$ cat config.mk
export PLATFORM = sky130hd
export DESIGN_NAME = cvm_cordic
export DESIGN_NICKNAME = d
export VERILOG_FILES = /design/src/rtl/cvm_pkg.sv /design/src/rtl/cvm_cordic.sv
export SDC_FILE = /design/constraint.sdc
export NUM_CORES = 2
export LEC_CHECK = 0
export BUFFER_PORTS_ARGS = -buffer_cell sky130_fd_sc_hd__buf_2
export CELL_PAD_IN_SITES_DETAIL_PLACEMENT = 0
export CELL_PAD_IN_SITES_GLOBAL_PLACEMENT = 1
export CORE_MARGIN = 4
export CORE_UTILIZATION = 56
export DETAILED_ROUTE_END_ITERATION = 10
export HOLD_SLACK_MARGIN = 0.05
export PLACE_DENSITY_LB_ADDON = 0.2
export REMOVE_ABC_BUFFERS = 1
export SLEW_MARGIN = 25
export SYNTH_ARGS = -nofsm -noshare
export SYNTH_HDL_FRONTEND = slang
export SYNTH_SLANG_ARGS = --single-unit
$ cat constraint.sdc
create_clock -name clk -period 13.2 [get_ports clk]
set_clock_uncertainty 0.05 [all_clocks]
set_input_delay 0.66 -clock clk [delete_from_list [all_inputs] [get_ports clk]]
set_output_delay 0.66 -clock clk [all_outputs]
set_load 0.01 [all_outputs]
$ cat src/rtl/cvm_pkg.sv
// ----------------------------------------------------------------------------
// cvm_pkg: shared types and constants of the camera view matrix block
// Holds field widths, CORDIC constants and the arctangent table.
// ----------------------------------------------------------------------------
`default_nettype none
package cvm_pkg;
  localparam int CORDIC_STAGES = 16;
  localparam int ATAN_ENTRIES  = 24;
  localparam int NSTG = (CORDIC_STAGES < ATAN_ENTRIES) ? CORDIC_STAGES : ATAN_ENTRIES;
  localparam int ANG_W = 16;
  localparam int POS_W = 32;
  localparam int M_W   = 16;
  localparam int T_W   = 32;
  localparam int XY_W  = 34;
  localparam int Z_W   = 32;
  localparam logic signed [ANG_W-1:0] FULL_TURN    = 16'sd23040;
  localparam logic signed [ANG_W-1:0] HALF_TURN    = 16'sd11520;
  localparam logic signed [ANG_W-1:0] QUARTER_TURN = 16'sd5760;
  localparam logic signed [XY_W-1:0] CORDIC_GAIN = 34'sd652032874;
  localparam logic signed [M_W-1:0] ONE_Q14 = 16'sd16384;

  function automatic logic signed [Z_W-1:0] atan_entry(input int i);
    logic signed [Z_W-1:0] t [ATAN_ENTRIES];
    t = '{32'sd188743680, 32'sd111421900, 32'sd58872272, 32'sd29884485,
          32'sd15000234, 32'sd7507429, 32'sd3754631, 32'sd1877430,
          32'sd938729, 32'sd469366, 32'sd234683, 32'sd117342,
          32'sd58671, 32'sd29335, 32'sd14668, 32'sd7334, 32'sd3667,
          32'sd1833, 32'sd917, 32'sd458, 32'sd229, 32'sd115, 32'sd57, 32'sd29};
    return t[i];
  endfunction

  typedef struct packed {
    logic signed [ANG_W-1:0] pitch;
    logic signed [ANG_W-1:0] yaw;
    logic signed [POS_W-1:0] pos_x;
    logic signed [POS_W-1:0] pos_y;
    logic signed [POS_W-1:0] pos_z;
  } pose_t;

  typedef struct packed {
    logic signed [M_W-1:0] m00, m01, m02, m10, m11, m12, m20, m21, m22;
    logic signed [T_W-1:0] tx, ty, tz;
  } view_t;
endpackage
`default_nettype wire

$ cat src/rtl/cvm_cordic.sv
// ----------------------------------------------------------------------------
// cvm_cordic: pipelined rotation-mode CORDIC
// One register stage per iteration, stalled by the shared enable.
// ----------------------------------------------------------------------------
`default_nettype none
module cvm_cordic (
  input  wire logic clk,
  input  wire logic en,
  input  wire logic signed [cvm_pkg::ANG_W-1:0] ang,
  input  wire logic flip_in,
  output logic signed [cvm_pkg::M_W-1:0] cos_q14,
  output logic signed [cvm_pkg::M_W-1:0] sin_q14
);
  import cvm_pkg::*;
  logic signed [XY_W-1:0] x_r [NSTG+1];
  logic signed [XY_W-1:0] y_r [NSTG+1];
  logic signed [Z_W-1:0]  z_r [NSTG+1];
  logic                   f_r [NSTG+1];
  logic signed [XY_W-1:0] xf, yf, xc, yc;

  always_ff @(posedge clk) begin
    if (en) begin
      x_r[0] <= CORDIC_GAIN;
      y_r[0] <= '0;
      z_r[0] <= Z_W'({{(Z_W-ANG_W){ang[ANG_W-1]}}, ang} <<< 16);
      f_r[0] <= flip_in;
    end
  end

  for (genvar i = 0; i < NSTG; i++) begin : g_stg
    always_ff @(posedge clk) begin
      if (en) begin
        f_r[i+1] <= f_r[i];
        if (!z_r[i][Z_W-1]) begin
          x_r[i+1] <= x_r[i] - (y_r[i] >>> i);
          y_r[i+1] <= y_r[i] + (x_r[i] >>> i);
          z_r[i+1] <= z_r[i] - atan_entry(i);
        end else begin
          x_r[i+1] <= x_r[i] + (y_r[i] >>> i);
          y_r[i+1] <= y_r[i] - (x_r[i] >>> i);
          z_r[i+1] <= z_r[i] + atan_entry(i);
        end
      end
    end
  end

  always_comb begin
    xf = f_r[NSTG] ? -x_r[NSTG] : x_r[NSTG];
    yf = f_r[NSTG] ? -y_r[NSTG] : y_r[NSTG];
    xc = (xf + 34'sd32768) >>> 16;
    yc = (yf + 34'sd32768) >>> 16;
    if (xc > 34'sd16384) xc = 34'sd16384;
    else if (xc < -34'sd16384) xc = -34'sd16384;
    if (yc > 34'sd16384) yc = 34'sd16384;
    else if (yc < -34'sd16384) yc = -34'sd16384;
    cos_q14 = xc[M_W-1:0];
    sin_q14 = yc[M_W-1:0];
  end
endmodule
`default_nettype wire

==> run_results.csv <==
group,metric,value,unit
die,die-area,224400,um2
clocking,cts_max_path_buffers,3,
drt,wl_per_cell,19.98,um
drt,drt-pass1-iter-count,7,
sta,finalMaxSlewViolations,0,
cells_and_area,instances_no_fill,15760,
logic_synthesis,yosys.cell_types.count,96,
sta,max_freq,155.0,MHz
clocking,cts_buffers,169,
sta,period_minus_slack,6.451,ns
sta,relSlewSlack,27.38,%
setup_path,reg2reg_slack,6.88,ns
sta,final-setup-viol-count,0,
drt,drtIter0Drc,7054,
setup_path,critPathLaunch,"x_r[16][0]",
global_route,track_usage,27.53,%
placed_design,dp_cells,15430,
drt,ant_nets,0,
drt,vias,95750,
clocking,clkTransAtPathRegs,0.06,ns
logic_synthesis,synth_cells,12680,
drt,drc,0,
setup_path,worstPathMaxFanout,13,
setup_path,crit_type,"flip-flop to primary output",
sta,finalHoldViolCount,0,
outcome,status,"complete, no violations",
global_route,grt_max_degree,131,
die,start_util,56.41,%
placed_design,io_buffers,50,
clocking,cts_sinks,1429,
placed_design,gp_congestion,0.9414,
clocking,post_cts_resized,0,
logic_synthesis,ys_ff_latch,1429,
global_route,antenna_found_initial,4,
clocking,cts_tree,"done",
sta,min_period_over_period,48.87,%
logic_synthesis,synth_edf_count,1429,
setup_path,crit_required,12.49,ns
placed_design,dp_slack,6.272,ns
global_route,grt_pass1_wl,499400,um
sta,fin_hold_ws,0.3516,ns
sta,finalWorstSetupSlack,6.749,ns
clocking,htree_levels,4,
clocking,root_buffer,"clkbuf_16",
cells_and_area,areaGrowthSynthToFinish,7.793,%
clocking,insertion_delay,0.84,ns
placed_design,hpwlAfterDp,249200,um
clocking,cts_setup_buffers,0,
sta,rsz0062_at_grt,"no",
global_route,grt_pass1_vias,92110,
logic_synthesis,ys.flop_type,"edfxtp_1",
logic_synthesis,netlist_area,121400,um2
drt,routed_wl,314900,um
setup_path,critPathLaunchType,"flip-flop",
die,ios,51,
setup_path,r2r_start,"y_r[7][7]",
hold_path,hold_class,"flip-flop to flip-flop",
die,core,215300,um2
cells_and_area,drive_gt1_share,4.335,%
sta,worst_slew_pin_slew,1.079,ns
logic_synthesis,yosysWarnings,0,
sta,setup_tns,0,ns
die,die_w,473.7,um
hold_path,hp-start,"f_r[0][12]",
logic_synthesis,async_flop_share,0,%
setup_path,critical_path_arrival,5.74,ns
die,rows,170,
setup_path,cp-end-kind,"primary output",
job,drv_cap,0,
drt,via_per_inst,6.076,
die,die_y,473.7,um
global_route,grt_overflow_total,0,
logic_synthesis,avgSynthCellArea,9.579,um2
cells_and_area,nNetsFinal,14200,
logic_synthesis,yosysSeqAreaShare,35.34,%
==> worst max-delay path, stage by stage, from the launching register on <==
cell and delay [ns]:
edfxtp_1 0.42, nor4_1 0.38, nand4_1 0.63, o21ai_0 0.44, xnor2_1 0.16, ha_1 0.26
inv_1 0.13, a221oi_2 0.49, and3_1 0.30, and2b_1 0.23, mux2i_1 0.19, o311ai_0 0.18
mux2i_2 0.42, a21boi_2 0.43, nor2_1 0.11, buf_2 0.16
==> cells by family (layout without fill, tap and decap cells) <==
group | Yosys count | count (layout) | share of synthesized area, %
multiplexers | 111 | 111 | 0.9686
AND/OR/NAND/NOR | 3353 | 3353 | 13.44
flip-flops | 1429 | 1429 | 35.34
adder cells (fa/ha/maj) | 1402 | 1402 | 14.72
buffers and inverters | 728 | 969 | 2.257
XOR/XNOR | 1886 | 1886 | 13.60
AO/OA/AOI/OAI | 3768 | 3768 | 19.67
other | 0 | 3 | 0
==> state kept, by name (all words and copies together) (netlist names) <==
| register | count |
|---|---|
| y_r | 511 |
| x_r | 484 |
| z_r | 417 |
| f_r | 17 |
==> layer usage <==
metal  track usage, %  up-vias  part of all wire, %
met5                0        -                0.013
met4            9.343        6                  3.6
met3            3.991      563                  5.5
met2            46.77     2408                   47
met1            36.00    45470                   44
li1                 -    47310                    -
==> cells in the mapped netlist (29+ instances only) <==
master,instances,share of area [%]
nor2b_1,146,0.75
o31ai_1,133,0.82
a21o_1,543,3.4
o21ai_0,673,2.8
or4_1,39,0.24
xor2_1,601,4.3
clkbuf_1,162,0.50
o21a_1,186,1.1
a31o_2,30,0.22
nand3b_1,45,0.28
fa_1,45,0.74
nor3b_1,33,0.20
o41ai_1,58,0.42
edfxtp_1,1429,35
nand2_1,743,2.3
nor3_1,324,1.3
a211oi_1,123,0.76
o21bai_1,152,0.94
a31oi_1,109,0.56
nand3_1,205,0.84
nor4_1,83,0.43
mux2_2,49,0.45
o31a_1,34,0.25
buf_1,33,0.10
inv_1,522,1.6
and2_1,58,0.30
a21boi_0,51,0.32
nand4_1,84,0.43
nand2b_1,228,1.2
a21oi_1,1286,5.3
or2_2,50,0.26
ha_1,1357,14
mux2i_1,61,0.50
nor2_1,1013,3.1
a211o_1,34,0.25
and3_1,104,0.54
xnor2_1,1285,9.3
or3_1,120,0.62
and4_1,31,0.22
o211ai_1,47,0.29
o2111ai_1,29,0.21
==> per-stage QoR <==
step / cell area, um2 / util (%)
floorplan: 120700 / -
detailed placement: 125000 / 58.09
global route: 130900 / 60.81
global placement: 125000 / 58.09
finish: 130900 / 60.81
CTS: 130900 / 60.80
==> layout make-up <==
class / count / area [um2]
timing repair buffer: 130 / 958.4
fill: 18250 / 84360
tap: 2838 / 3551
inverter: 530 / 1989
clock inverter: 116 / 1249
sequential: 1429 / 42910
multi-input combinational: 10520 / 75800
antenna: 3 / 7.507
clock buffer: 193 / 4425
==> worst paths after layout <==
kind	endpoint	cells after the start
setup / recovery	cos_q14[6]	15
hold / removal	f_r[0][13]	0
setup reg to reg	x_r[8][33]	22
hold reg to reg	f_r[0][13]	0
==> timing repair <==
item                                    CTS  global route
hold endpoints to repair                 17             0
endpoints found under the setup margin    0             0
hold buffers                             17             0
==> cells in the final DEF, fill, tap and decap left out, drive strengths merged, types with 326 or more instances in the layout <==
cell	n
nor2	1013
a21o	543
edfxtp	1429
o21ai	688
nand2	743
ha	1357
xor2	601
a21oi	1286
xnor2	1285
nor3	326
inv	533
Power is not shown: default switching activity piles up to over one toggle a cycle in this logic, so the estimate is an artifact.
