==> config.mk <==
export PLATFORM = sky130hd
export DESIGN_NAME = cvm_reduce
export DESIGN_NICKNAME = d
export VERILOG_FILES = /design/src/rtl/cvm_pkg.sv /design/src/rtl/cvm_reduce.sv
export SDC_FILE = /design/constraint.sdc
export NUM_CORES = 1
export LEC_CHECK = 0
export ABC_AREA = 1
export BUFFER_PORTS_ARGS = -buffer_cell sky130_fd_sc_hd__buf_2
export CAP_MARGIN = 10
export CORE_UTILIZATION = 55
export DETAILED_ROUTE_END_ITERATION = 6
export PLACE_DENSITY = 0.86
export SLEW_MARGIN = 25
export SYNTH_ARGS = -nofsm -noshare
export SYNTH_HDL_FRONTEND = slang
export SYNTH_SLANG_ARGS = --single-unit
export TNS_END_PERCENT = 10
==> constraint.sdc <==
create_clock -name vclk -period 6.3
set_input_delay 1.26 -clock vclk [all_inputs]
set_output_delay 1.26 -clock vclk [all_outputs]
set_load 0.05 [all_outputs]
==> src/rtl/cvm_pkg.sv <==
// ----------------------------------------------------------------------------
// cvm_pkg: shared types and constants of the camera view matrix block
// Holds field widths, CORDIC constants and the arctangent table.
// ----------------------------------------------------------------------------
`default_nettype none
package cvm_pkg;
  localparam int CORDIC_STAGES = 16;
  localparam int ATAN_ENTRIES  = 24;
  localparam int NSTG = (CORDIC_STAGES < ATAN_ENTRIES) ? CORDIC_STAGES : ATAN_ENTRIES;
  localparam int ANG_W = 16;
  localparam int POS_W = 32;
  localparam int M_W   = 16;
  localparam int T_W   = 32;
  localparam int XY_W  = 34;
  localparam int Z_W   = 32;
  localparam logic signed [ANG_W-1:0] FULL_TURN    = 16'sd23040;
  localparam logic signed [ANG_W-1:0] HALF_TURN    = 16'sd11520;
  localparam logic signed [ANG_W-1:0] QUARTER_TURN = 16'sd5760;
  localparam logic signed [XY_W-1:0] CORDIC_GAIN = 34'sd652032874;
  localparam logic signed [M_W-1:0] ONE_Q14 = 16'sd16384;

  function automatic logic signed [Z_W-1:0] atan_entry(input int i);
    logic signed [Z_W-1:0] t [ATAN_ENTRIES];
    t = '{32'sd188743680, 32'sd111421900, 32'sd58872272, 32'sd29884485,
          32'sd15000234, 32'sd7507429, 32'sd3754631, 32'sd1877430,
          32'sd938729, 32'sd469366, 32'sd234683, 32'sd117342,
          32'sd58671, 32'sd29335, 32'sd14668, 32'sd7334, 32'sd3667,
          32'sd1833, 32'sd917, 32'sd458, 32'sd229, 32'sd115, 32'sd57, 32'sd29};
    return t[i];
  endfunction

  typedef struct packed {
    logic signed [ANG_W-1:0] pitch;
    logic signed [ANG_W-1:0] yaw;
    logic signed [POS_W-1:0] pos_x;
    logic signed [POS_W-1:0] pos_y;
    logic signed [POS_W-1:0] pos_z;
  } pose_t;

  typedef struct packed {
    logic signed [M_W-1:0] m00, m01, m02, m10, m11, m12, m20, m21, m22;
    logic signed [T_W-1:0] tx, ty, tz;
  } view_t;
endpackage
`default_nettype wire

==> src/rtl/cvm_reduce.sv <==
// ----------------------------------------------------------------------------
// cvm_reduce: angle reduction ahead of the CORDIC
// Folds any angle into [-90, 90] degrees and flags a half-turn flip.
// ----------------------------------------------------------------------------
`default_nettype none
module cvm_reduce (
  input  wire logic signed [cvm_pkg::ANG_W-1:0] ang,
  output logic signed [cvm_pkg::ANG_W-1:0] red,
  output logic flip
);
  import cvm_pkg::*;
  logic signed [ANG_W+1:0] r;
  always_comb begin
    r = {{2{ang[ANG_W-1]}}, ang};
    if (r >= 18'sd23040) r = r - 18'sd23040;
    else if (r <= -18'sd23040) r = r + 18'sd23040;
    if (r < 0) r = r + 18'sd23040;
    if (r > 18'sd11520) r = r - 18'sd23040;
    flip = 1'b0;
    if (r > 18'sd5760) begin
      r = r - 18'sd11520;
      flip = 1'b1;
    end else if (r < -18'sd5760) begin
      r = r + 18'sd11520;
      flip = 1'b1;
    end
    red = r[ANG_W-1:0];
  end
endmodule
`default_nettype wire

==> results.md, run 1 <==
* Syn nets at 330
* Grt total ovfl at 0
* # IOs at 33
* Slowest stage delay, CP at 0.22 ns
* Cell Count, Final, Fillers Out at between 300 and 400
* Max-Cap Viols at 0
* Crit end category: primary output
* Slew headroom at 0.792
* Synth Area per Inst at 4.96 µm²
* Die Y at 54.6 µm
* Yosys warnings at 0
* Row cnt at 18
* Gpl congestion at 0.861
* Status: finished, final reports clean
* Input/output buffers at 33
* Worst-path maximum fanout at 9
* Synth area leader: nand2_1
* Starting Density at 0.598
* Placeable Area at 0.00254 mm²
* Crit path time final at between 5 and 6 ns
* Dpl hpwl at 2940 µm
* Antenna-violating nets left at 0
* Worst min-delay path category: input pin to primary output
* Seq_cells at 0
* Fin. Hold Viols at 0
* Gr usage total at 0.257
* Clock share of power at 0
* Final WS setup at about 0.35 ns
* Die Span X at 54.6 µm
* Vias/cell at 4.94
* Setup crit end: red[14]
* Power Internal at 154 µW
* Leakage power at 0.00109 µW
* Diodes inserted at 0
* Most used cell, CP: nand2_1
* Crit path DAT at roughly 4.7 ns
* Slew @ Worst Pin at roughly 0.31 ns
* Combinational share of power at 1.000
* Post-Route Utilization at 0.713
* Achievable frequency at 168 MHz
* Proportion of layout cells with a drive suffix above 1 at 0.278
* Most common cell in the netlist: nand2_1
* Mapped cell area at roughly 0.0015 mm²
* Multi-input gate area at roughly 0.0013 mm²
* Period utilization at 0.945
* Fillers at 238
* NetSw at 313 µW
* Largest net degree at the start of global routing at 10
* Pre-CTS WS at 0.0420 ns
* Placed Cells at about 360
* Part of the power in registers at 0
* Vias in the first global route at 1566
* Wire per inst at 9.69 µm
* CP Class: input pin to primary output
* DRC errors left at 0
* Number of clock buffers in the layout at 0
* Syn Inst Count at about 310
* Sequential-to-total area share from yosys stat at 0
* DR pass1 iterations at 4
* Sequential Area at 0 µm²
* Required time worst endpoint at a little over 5 ns
* Setup crit start kind: input pin
* Peak supply drop at about 0.22 mV
* Total Wirelength at around 3600 µm
* DR vias at 1836
* Iteration-0 DRC Markers at 53
* Global-route wire length before repair at 5950 µm
* Synth unique cells at 25
* CP Launch Point: ang[9]
* Post-synth top cells: 125 x nand2_1, 50 x nand3_1, 31 x inv_1
* Final setup violation count at 0
* Pwr per Cell Area at 257 mW/mm²
* Die ar. at 0.00298 mm²
* Synth top area share at 0.308
* Area contributors post-synth: nand2_1 31%, nand3_1 16%, inv_1 7.6%, ha_1 5.8%, nand2_2 5.8%
* Slew Viols, Final at 0
* Final net count at 367
* Switching share of total power at 0.671
* Layout area overhead at 19.3%
* CP max-delay cell: ha_1
* Initial antenna violation count at 0
## cells in the final DEF (no fill, tap or decap), types with 2 or more instances in the layout
master    instances
ha_1              6
o21ai_1           2
nor2_1           17
nand3_4           2
nor2_2            8
buf_4            13
nand2_4           7
buf_6             5
o21ai_0           5
inv_1            30
a21oi_1           2
xor2_1            6
xnor2_1           2
inv_2            11
nand3b_1          2
nand2_1         123
nand3_2           4
nand2_2          15
buf_2            25
nand3_1          47
## worst max-delay path: cells and delay by family
family	cells	cell delay, ns
simple gates	24	1.92
buf+inv	9	0.81
fa+ha+maj	3	0.59
compound gates	1	0.07
## power by group through the flow
stage | logic (µW) | clock network, µW | registers, µW
floorplan | 346 | 0 | 0
global placement | 413 | 0 | 0
detailed placement | 419 | 0 | 0
CTS | 419 | 0 | 0
global route | 523 | 0 | 0
finish | 467 | 0 | 0
## per-stage QoR
stage          instance area [µm²]  hold WS (ns)  setup TNS [ns]  total power [µW]
2_1_floorplan                 1520          2.69               0               346
3_3_place_gp                  1680          2.82               0               413
3_5_place_dp                  1680          2.82               0               419
4_1_cts                       1680          2.82               0               419
5_1_grt                       1820          2.83         -0.0905               523
6_report                      1820          2.82               0               467
## what timing repair did
item | in CTS | in global routing
buffers inserted | 0 | 8
setup endpoints to repair | 0 | 9
hold buffers | 0 | 0
endpoints found under the hold margin | 0 | 0
resized for setup | 0 | 33
## kinds of logic after synthesis
logic type,count (synthesis),share of synthesized area
AO/OA/AOI/OAI,10,0.0403
XOR/XNOR,8,0.0461
adder cells (fa/ha/maj),7,0.0576
buffers and inverters,53,0.156
AND/OR/NAND/NOR,229,0.700
## layer usage
| layer | global-route usage | share of wire | vias up |
|---|---|---|---|
| met2 | 0.550 | 0.53 | 22 |
| li1 | - | - | 1020 |
| met4 | 0.0342 | 0 | 0 |
| met3 | 0.00278 | 0.016 | 0 |
| met1 | 0.272 | 0.45 | 794 |
| met5 | 0 | 0 | - |
## worst min-delay path by stage
stage               startpoint     end  slack, ns  cells after the start
floorplan               ang[0]  red[0]       2.69                      1
global placement        ang[3]  red[3]       2.82                      2
detailed placement      ang[5]  red[5]       2.82                      2
CTS                     ang[5]  red[5]       2.82                      2
global route            ang[2]  red[2]       2.83                      2
finish                  ang[5]  red[5]       2.82                      2
## area by class of cell
cell class         count  share of cell area
well taps             30              0.0207
repair buffers        44               0.158
inverters             44              0.0951
multi-input cells    254               0.726
Power figures use the tool's default switching activity.
==> inputs of run 2 (changes only) <==
Settings changed: MAX_ROUTING_LAYER set to met4.
==> run 2 against run 1 <==
- worst setup slack worse by 0.0020 ns
- global-route usage is 0.72 points higher
- worst hold slack hardly changed
- utilization stayed put
- die area stayed put
- total power hardly changed
- critical path type unchanged
==> results.md, run 2 (synthesized netlist as in run 1, its figures left out) <==
* Worst Path Buf+Inv at 9 (unchanged)
* Die Span X at 54.6 µm (unchanged)
* Vias/cell at 4.97 (was 4.94)
* Initial antenna violation count at 0 (unchanged)
* Dpl hpwl at 2940 µm (unchanged)
* Period utilization at 0.945 (about the same)
* DR pass1 iterations at 4 (unchanged)
* Crit path DAT at 4.69 ns (about the same)
* Input/output buffers at 33 (unchanged)
* Setup crit start kind: input pin (unchanged)
* Setup TNS at 0 ns (unchanged)
* Peak supply drop at 0.222 mV (about the same)
* Placed Area at 0.00168 mm² (unchanged)
* Iteration-0 DRC Markers at 50 (was 53)
* CP max-delay cell: ha_1 (unchanged)
* Die Y at 54.6 µm (unchanged)
* Hold EP: red[3] (was red[5])
* Global-route wire length before repair at 5950 µm (unchanged)
* CP top delay family: simple AND/OR/NAND/NOR gates (unchanged)
* Antenna-violating nets left at 0 (unchanged)
* Hold_ws at 2.82 ns (about the same)
* Most frequent cells in the layout: 123 x nand2_1, 47 x nand3_1, 30 x inv_1 (unchanged)
* Number of clock buffers in the layout at 0 (unchanged)
* DR vias at 1847 (was 1836)
* Most common cell after layout, fill and taps aside: nand2_1 (unchanged)
* Proportion of layout cells with a drive suffix above 1 at 0.278 (unchanged)
* Required time worst endpoint at 5.04 ns (about the same)
* Total Wirelength at 3620 µm (was 3610 µm)
* Final setup violation count at 0 (unchanged)
* Achievable frequency at 168 MHz (about the same)
* Sequential Area at 0 µm² (unchanged)
* Slew @ Worst Pin at 0.315 ns (was 0.311 ns)
* Wire per inst at 9.72 µm (was 9.69 µm)
* CP Class: input pin to primary output (unchanged)
* Hold Startpoint: ang[3] (was ang[5])
* Post-route design area at 0.00182 mm² (unchanged)
* Worst-path maximum fanout at 9 (unchanged)
* Crit path time final at 5.95 ns (about the same)
* Fillers at 238 (unchanged)
* Pwr per Cell Area at 257 mW/mm² (about the same)
* Status: finished, final reports clean (unchanged)
* Slowest stage delay, CP at 0.22 ns (about the same)
* Die ar. at 0.00298 mm² (unchanged)
* Starting Density at 0.598 (unchanged)
* # IOs at 33 (unchanged)
* Grt total ovfl at 0 (unchanged)
* Final net count at 367 (unchanged)
* Leakage power at 0.00109 µW (unchanged)
* Post-Route Utilization at 0.713 (unchanged)
* Cell count of the worst hold path at 2 (unchanged)
* Worst min-delay path category: input pin to primary output (unchanged)
* Gr usage total at 0.264 (was 0.257)
* Crit end category: primary output (unchanged)
* Hold_buf cts at 0 (unchanged)
* Largest net degree at the start of global routing at 10 (unchanged)
* Vias in the first global route at 1566 (unchanged)
* Fin. Hold Viols at 0 (unchanged)
* Seq_cells at 0 (unchanged)
* Slew headroom at 0.789 (was 0.792)
* Placeable Area at 0.00254 mm² (unchanged)
* Max-Cap Viols at 0 (unchanged)
* Row cnt at 18 (unchanged)
* Slew Viols, Final at 0 (unchanged)
* DRC errors left at 0 (unchanged)
* Most used cell, CP: nand2_1 (unchanged)
* Multi-input gate area at 0.00132 mm² (unchanged)
* Layout area overhead at 19.3% (unchanged)
* Diodes inserted at 0 (unchanged)
* Gpl congestion at 0.875 (was 0.861)
[run 2: cell counts in the layout (fill, tap and decap cells not counted)]
Identical to the previous run, type by type.
[run 2: where the power goes]
group	internal, µW	switching, µW	leakage [µW]
sequential	0	0	0
clock	0	0	0
combinational	154	313	0.00109
[run 2: metrics by stage]
| step | std cells | power [µW] | setup slack (ns) |
|---|---|---|---|
| floorplan | 307 | 346 | 0.290 |
| global placement | 364 | 413 | 0.147 |
| detailed placement | 364 | 419 | 0.0420 |
| CTS | 364 | 419 | 0.0284 |
| global route | 372 | 523 | -0.0302 |
| finish | 372 | 467 | 0.348 |
[run 2: repair_timing]
item / 4_1_cts / 5_1_grt
gates resized for setup: 0 / 33
endpoints found under the setup margin: 0 / 9
setup buffers: 0 / 8
[run 2: final cells by class]
type / instances / area share
Tap cell: 30 / 0.0207
Multi-Input combinational cell: 254 / 0.726
Timing Repair Buffer: 44 / 0.158
Inverter: 44 / 0.0951
[run 2: routing by layer]
layer  global-route usage  vias to the layer above  wire length [µm]
met4               0.0342                        0                 0
met2                0.550                       29              1920
met5                    -                        -                 0
li1                     -                     1018                 -
met3              0.00278                        0                57
met1                0.272                      800              1640
[run 2: worst max path at each step]
stage                 from       to  slack (ns)  depth (start not counted)
floorplan           ang[9]   red[8]        0.29                         35
global placement    ang[9]   red[8]        0.15                         35
detailed placement  ang[9]   red[8]        0.04                         35
CTS                 ang[9]   red[8]        0.03                         35
global route        ang[9]  red[10]       -0.03                         38
finish              ang[9]  red[14]        0.35                         37
